## src/rtl/jowc_pkg.sv

```systemverilog
package jowc_pkg;

	// Default depth of the queue between front and back
	localparam int QUEUE_DEPTH = 4;

	// Characters the parser looks for
	localparam logic [7:0] CH_LBRACE = 8'h7B;
	localparam logic [7:0] CH_RBRACE = 8'h7D;
	localparam logic [7:0] CH_QUOTE  = 8'h22;
	localparam logic [7:0] CH_COLON  = 8'h3A;
	localparam logic [7:0] CH_BSLASH = 8'h5C;
	localparam logic [7:0] CH_SLASH  = 8'h2F;
	localparam logic [7:0] CH_U      = 8'h75;
	localparam logic [7:0] CH_ZERO   = 8'h30;
	localparam logic [7:0] CTL_LIMIT = 8'd32;

	localparam logic [2:0] KEY_LAST = 3'd7;
	localparam logic [1:0] HEX_LAST = 2'd3;

	typedef enum logic [3:0] {
		PH_BEFORE_BRACE,
		PH_BEFORE_KEY,
		PH_IN_KEY,
		PH_AFTER_KEY,
		PH_BEFORE_VALUE,
		PH_IN_STRING,
		PH_ESCAPE,
		PH_HEX,
		PH_AFTER_STRING,
		PH_AFTER_BRACE,
		PH_ERROR
	} phase_t;

	// One classified request as it travels from front to back
	typedef struct packed {
		logic [7:0] text_byte;
		logic       final_byte;
		logic       is_ws;
		logic       is_hex;
		logic       is_esc;
		logic       is_ctl;
		logic       is_zero;
		logic       is_digit0;
	} byte_item_t;

	typedef struct packed {
		logic empty;
		logic full;
	} fq_stat_t;

	// Key text "output" with its quotes
	function automatic logic [7:0] key_char(input logic [2:0] pos);
		logic [7:0] c;
		case (pos)
			3'd0:    c = CH_QUOTE;
			3'd1:    c = 8'h6F;
			3'd2:    c = 8'h75;
			3'd3:    c = 8'h74;
			3'd4:    c = 8'h70;
			3'd5:    c = 8'h75;
			3'd6:    c = 8'h74;
			3'd7:    c = CH_QUOTE;
			default: c = CH_QUOTE;
		endcase
		return c;
	endfunction

endpackage

```

## src/rtl/jowc_back.sv

```systemverilog
module jowc_back (
	input  logic                 clk,
	input  logic                 arst_n,
	input  jowc_pkg::fq_stat_t   fq_stat,
	input  jowc_pkg::byte_item_t fq_rdata,
	output logic                 fq_pop,
	output logic                 empty,
	input  logic                 pop,
	output logic                 wrapper_ok
);
	import jowc_pkg::*;

	phase_t     phase_q, phase_d;
	logic [2:0] key_q, key_d;
	logic [1:0] hcnt_q, hcnt_d;
	logic       hzero_q, hzero_d;
	logic       res_valid_q;
	logic       ok_q;
	logic       emit;
	logic       verdict;

	assign fq_pop = !fq_stat.empty && (!fq_rdata.final_byte || !res_valid_q || pop);
	assign emit   = fq_pop && fq_rdata.final_byte;

	// Phase machine: one byte a cycle, unless the queue is empty or a final byte meets a waiting result
	always_comb begin
		logic [7:0] b;
		logic       zero_n;
		b       = fq_rdata.text_byte;
		zero_n  = hzero_q && fq_rdata.is_digit0;
		phase_d = phase_q;
		key_d   = key_q;
		hcnt_d  = hcnt_q;
		hzero_d = hzero_q;
		if (fq_rdata.is_zero) begin
			phase_d = PH_ERROR;
		end else begin
			case (phase_q)
				PH_BEFORE_BRACE: begin
					if (!fq_rdata.is_ws) phase_d = (b == CH_LBRACE) ? PH_BEFORE_KEY : PH_ERROR;
				end
				PH_BEFORE_KEY: begin
					if (!fq_rdata.is_ws) begin
						if (b == key_char(3'd0)) begin
							key_d   = 3'd1;
							phase_d = PH_IN_KEY;
						end else begin
							phase_d = PH_ERROR;
						end
					end
				end
				PH_IN_KEY: begin
					if (b != key_char(key_q)) begin
						phase_d = PH_ERROR;
					end else if (key_q == KEY_LAST) begin
						key_d   = 3'd0;
						phase_d = PH_AFTER_KEY;
					end else begin
						key_d = key_q + 3'd1;
					end
				end
				PH_AFTER_KEY: begin
					if (!fq_rdata.is_ws) phase_d = (b == CH_COLON) ? PH_BEFORE_VALUE : PH_ERROR;
				end
				PH_BEFORE_VALUE: begin
					if (!fq_rdata.is_ws) phase_d = (b == CH_QUOTE) ? PH_IN_STRING : PH_ERROR;
				end
				PH_IN_STRING: begin
					if (b == CH_QUOTE) phase_d = PH_AFTER_STRING;
					else if (fq_rdata.is_ctl) phase_d = PH_ERROR;
					else if (b == CH_BSLASH) phase_d = PH_ESCAPE;
				end
				PH_ESCAPE: begin
					if (!fq_rdata.is_esc) begin
						phase_d = PH_ERROR;
					end else if (b == CH_U) begin
						hcnt_d  = 2'd0;
						hzero_d = 1'b1;
						phase_d = PH_HEX;
					end else begin
						phase_d = PH_IN_STRING;
					end
				end
				PH_HEX: begin
					if (!fq_rdata.is_hex) begin
						phase_d = PH_ERROR;
					end else if (hcnt_q == HEX_LAST) begin
						hcnt_d  = 2'd0;
						hzero_d = 1'b1;
						phase_d = zero_n ? PH_ERROR : PH_IN_STRING;
					end else begin
						hzero_d = zero_n;
						hcnt_d  = hcnt_q + 2'd1;
					end
				end
				PH_AFTER_STRING: begin
					if (!fq_rdata.is_ws) phase_d = (b == CH_RBRACE) ? PH_AFTER_BRACE : PH_ERROR;
				end
				PH_AFTER_BRACE: begin
					if (!fq_rdata.is_ws) phase_d = PH_ERROR;
				end
				PH_ERROR: phase_d = PH_ERROR;
				default:  phase_d = PH_ERROR;
			endcase
		end
	end

	assign verdict = phase_d == PH_AFTER_BRACE;

	always_ff @(posedge clk or negedge arst_n) begin
		if (!arst_n) begin
			phase_q <= PH_BEFORE_BRACE;
			key_q   <= 3'd0;
			hcnt_q  <= 2'd0;
			hzero_q <= 1'b1;
		end else if (emit) begin
			// end of text: back to reset for the next one
			phase_q <= PH_BEFORE_BRACE;
			key_q   <= 3'd0;
			hcnt_q  <= 2'd0;
			hzero_q <= 1'b1;
		end else if (fq_pop) begin
			phase_q <= phase_d;
			key_q   <= key_d;
			hcnt_q  <= hcnt_d;
			hzero_q <= hzero_d;
		end
	end

	always_ff @(posedge clk or negedge arst_n) begin
		if (!arst_n) begin
			res_valid_q <= 1'b0;
		end else if (emit) begin
			res_valid_q <= 1'b1;
		end else if (pop) begin
			res_valid_q <= 1'b0;
		end
	end

	always_ff @(posedge clk) begin
		if (emit) begin
			ok_q <= verdict;
		end
	end

	assign empty      = !res_valid_q;
	assign wrapper_ok = ok_q;

endmodule

```

## config.mk

```make
export PLATFORM = sky130hd
export DESIGN_NAME = jowc_back
export DESIGN_NICKNAME = d
export VERILOG_FILES = /design/src/rtl/jowc_pkg.sv /design/src/rtl/jowc_back.sv
export SDC_FILE = /design/constraint.sdc
export NUM_CORES = 1
export LEC_CHECK = 0
export ABC_AREA = 1
export BUFFER_PORTS_ARGS = -buffer_cell sky130_fd_sc_hd__buf_2
export CAP_MARGIN = 20
export CORE_MARGIN = 3
export CORE_UTILIZATION = 43
export CTS_CLUSTER_SIZE = 25
export DETAILED_ROUTE_END_ITERATION = 8
export GPL_TIMING_DRIVEN = 0
export PLACE_DENSITY = 0.67
export SYNTH_ARGS = -nofsm -noshare
export SYNTH_HDL_FRONTEND = slang
export SYNTH_SLANG_ARGS = --single-unit
export TNS_END_PERCENT = 30
```

## constraint.sdc

```tcl
create_clock -name clk -period 3.7 [get_ports clk]
set_input_delay 0.185 -clock clk [delete_from_list [all_inputs] [get_ports clk]]
set_output_delay 0.185 -clock clk [all_outputs]
set_load 0.1 [all_outputs]
```

==> reports/qor.yml <==
routing:
  highest_layer: "met4"
  wl_met1_um: 1950
  routed_wl_um: 3870
  vias: 1650
  ant_nets: 0
  drc_errors: 0
  wl_per_cell_um: 11.7
  vias_per_cell: 4.98
  first_iter_violations: 116
  dr.pass1.iters: 4
  wl_met2_um: 1680
  met3WireLength_um: 181
setup_path:
  cp-start-kind: "flip-flop"
  crit_path_frequent_cell: "nand2_1"
  crit_arrival_ns: 1.96
  critPathTopFamily: "simple AND/OR/NAND/NOR gates"
  path_buf_inv: 2
  critical_path_class: "reg2reg"
  critPathRequiredTime_ns: 3.69
  path_cells: "inv_1 -> ha_1 -> inv_1 -> nand2_1 -> nand2_1 -> nand2_1 -> nand2_1 -> nand2_1 -> nor2_2 -> nand3_1 -> nand2_1 -> nand3_1 -> nand2_1 -> nor2_2"
  cp_slowest_stage_delay_ns: 0.42
  end_kind: "flip-flop"
  path_max_fanout: 5
  crit_slowest_cell: "dfrtp_1"
yosys:
  synth-edff-count: 1
  yosysSeqAreaShare_pct: 18.8
  synthFlopType: "dfrtp_1"
  synth.cell_area_mm2: 0.00163
  synth_seq_cells: 12
  ys_types: 35
  synth_warnings: 0
  synthesis.nets: 285
  syn_avg_cell_area_um2: 6.31
  syn_inst: 259
  synthArstFlopShare_pct: 91.7
clock_network:
  cts_tree: "yes"
  cts_num_sinks: 12
  h-tree-depth: 1
  clk_latency_ns: 0.24
  cts_buffers: 3
  cts-root-buf: "clkbuf_8"
  clockBufferDepth: 2
  path_clk_slew_ns: 0.05
  postCtsSetupRepairBufs: 0
timing:
  period_needed_ns: 1.96
  worst_slew_pin_slew_ns: 0.490
  max_slew_margin_pct: 67.6
  hold_viol_final: 0
  report.final.slew_viol_count: 0
  final.setup.tns_ns: 0
  fmax_ghz: 0.510
  clock-skew-final_ns: 0.000843
  grt_setup_unrepaired: "false"
  fin_crit_sh_pct: 53.0
  setup_viol: 0
cells_and_area:
  fin_nets: 312
  drive_gt1_share_pct: 27.4
  n_antenna_cell: 0
  final_common_cell: "nand2_1"
  areaGrowthSynthToFinish_pct: 13.3
  layout_common_cells: "nand2_1, nand3_1, inv_1"
  fin_cells: 331
floorplanning:
  die_h_um: 67.6
  die-area_mm2: 0.00458
  die_x_um: 67.6
  initial_core_util_pct: 46.8
  boundaryPins: 23
  core_area_mm2: 0.00349
  std_cell_rows: 21
power:
  p_int_uw: 260
  powerDensity_mw_per_mm2: 224
  pwr-share-clk_pct: 29.1
  irDropWorstVdd_v: 0.000376
  sequentialPowerShare_pct: 35.4
  sw_frac_of_total_pct: 37.3
  switching_power_uw: 154
  p_leak_nw: 0.960
  pwr-share-comb_pct: 35.5
global_routing:
  grt_usage_pct: 18.7
  grt_pass1_vias: 1434
  antenna_found_initial: 0
  grt_max_degree: 12
  grt_overflow: 0
  grt_pass1_wl_um: 6580
worst_hold_path:
  hold_path.class: "in2reg"
placed_design:
  hpwl_um: 3260
  dp_cells: 326
  io_buffers: 21
  gp_congestion: 0.910
flow_run:
  max-cap-violations: 0
run_status:
  status: "finished clean"
[cells by family (layout without fill, tap and decap cells)]
group,Yosys count,after routing,synth area share [%]
AND/OR/NAND/NOR,178,178,55.7
AO/OA/AOI/OAI,22,22,9.88
flip-flops,12,12,18.8
adder cells (fa/ha/maj),6,6,4.59
buffers and inverters,41,67,11.0
[cell usage after synthesis, drive strengths merged (2+ instances only)]
master,count,area (µm²)
nand2,92,390
nor2,40,221
inv,37,146
nand3,35,215
a21oi,10,80.1
dfrtp,10,250
nand4,7,50.1
o21ai,7,35.0
ha,6,75.1
buf,3,30.0
nor3,3,26.3
o211ai,2,15.0
[power groups by stage]
stage	logic [mW]	clock network, mW	registers, mW
finish	0.147	0.121	0.147
global route	0.164	0.130	0.147
CTS	0.147	0.123	0.146
detailed placement	0.145	0	0.149
global placement	0.145	0	0.148
floorplan	0.105	0	0.149
[through the flow]
| stage | power, mW | cell area, µm² | hold slack [ns] | setup WS, ns | util, % |
|---|---|---|---|---|---|
| floorplan | 0.254 | 1630 | -0.111 | 1.33 | - |
| detailed placement | 0.294 | 1800 | 0.0655 | 1.74 | 51.4 |
| global placement | 0.293 | 1800 | 0.0706 | 1.74 | 51.4 |
| finish | 0.414 | 1850 | 0.144 | 1.74 | 53.0 |
| CTS | 0.417 | 1850 | 0.148 | 1.72 | 53.0 |
| global route | 0.441 | 1850 | 0.177 | 1.54 | 53.0 |
[per-layer routing]
metal | vias up | track usage, %
li1 | 880 | -
met1 | 722 | 28.0
met2 | 40 | 27.9
met3 | 8 | 1.83
met4 | 0 | 5.32
met5 | - | 0
[worst register-to-register path: stages (launching register included)]
cell and delay (ns):
dfrtp_1 0.42, inv_1 0.11, ha_1 0.30, inv_1 0.11
nand2_1 0.08, nand2_1 0.07, nand2_1 0.04, nand2_1 0.05
nand2_1 0.06, nor2_2 0.12, nand3_1 0.08, nand2_1 0.06
nand3_1 0.09, nand2_1 0.09, nor2_2 0.04
[repair_timing]
| action | 4_1_cts | 5_1_grt |
|---|---|---|
| hold buffers | 1 | 0 |
| endpoints found under the hold margin | 10 | 0 |
| gates resized for setup | 0 | 0 |
[sequential cells by signal (all words and copies together) (netlist names)]
name         count
hcnt_q           2
hzero_q          1
wrapper_ok       1
res_valid_q      1
phase_q          4
key_q            3
[final cells by class]
| type | count | area (µm²) |
|---|---|---|
| Buffer | 4 | 33.8 |
| Multi-Input combinational cell | 206 | 1150 |
| Inverter | 37 | 146 |
| Tap cell | 46 | 57.6 |
| Clock buffer | 4 | 45.0 |
| Sequential cell | 12 | 307 |
| Timing Repair Buffer | 22 | 115 |
| Fill cell | 370 | 1640 |
[path summary, 6_finish.rpt]
kind,startpoint,end,slack (ns),cells after the start
min in group asynchronous,arst_n,hcnt_q[1],0.34,2
hold / removal,pop,res_valid_q,0.14,2
setup reg to reg,key_q[1],wrapper_ok,1.74,14
setup / recovery,key_q[1],wrapper_ok,1.74,14
hold reg to reg,hcnt_q[0],hcnt_q[0],0.51,1
max in group asynchronous,arst_n,hzero_q,3.10,2
(Power assumes the default switching activity.)
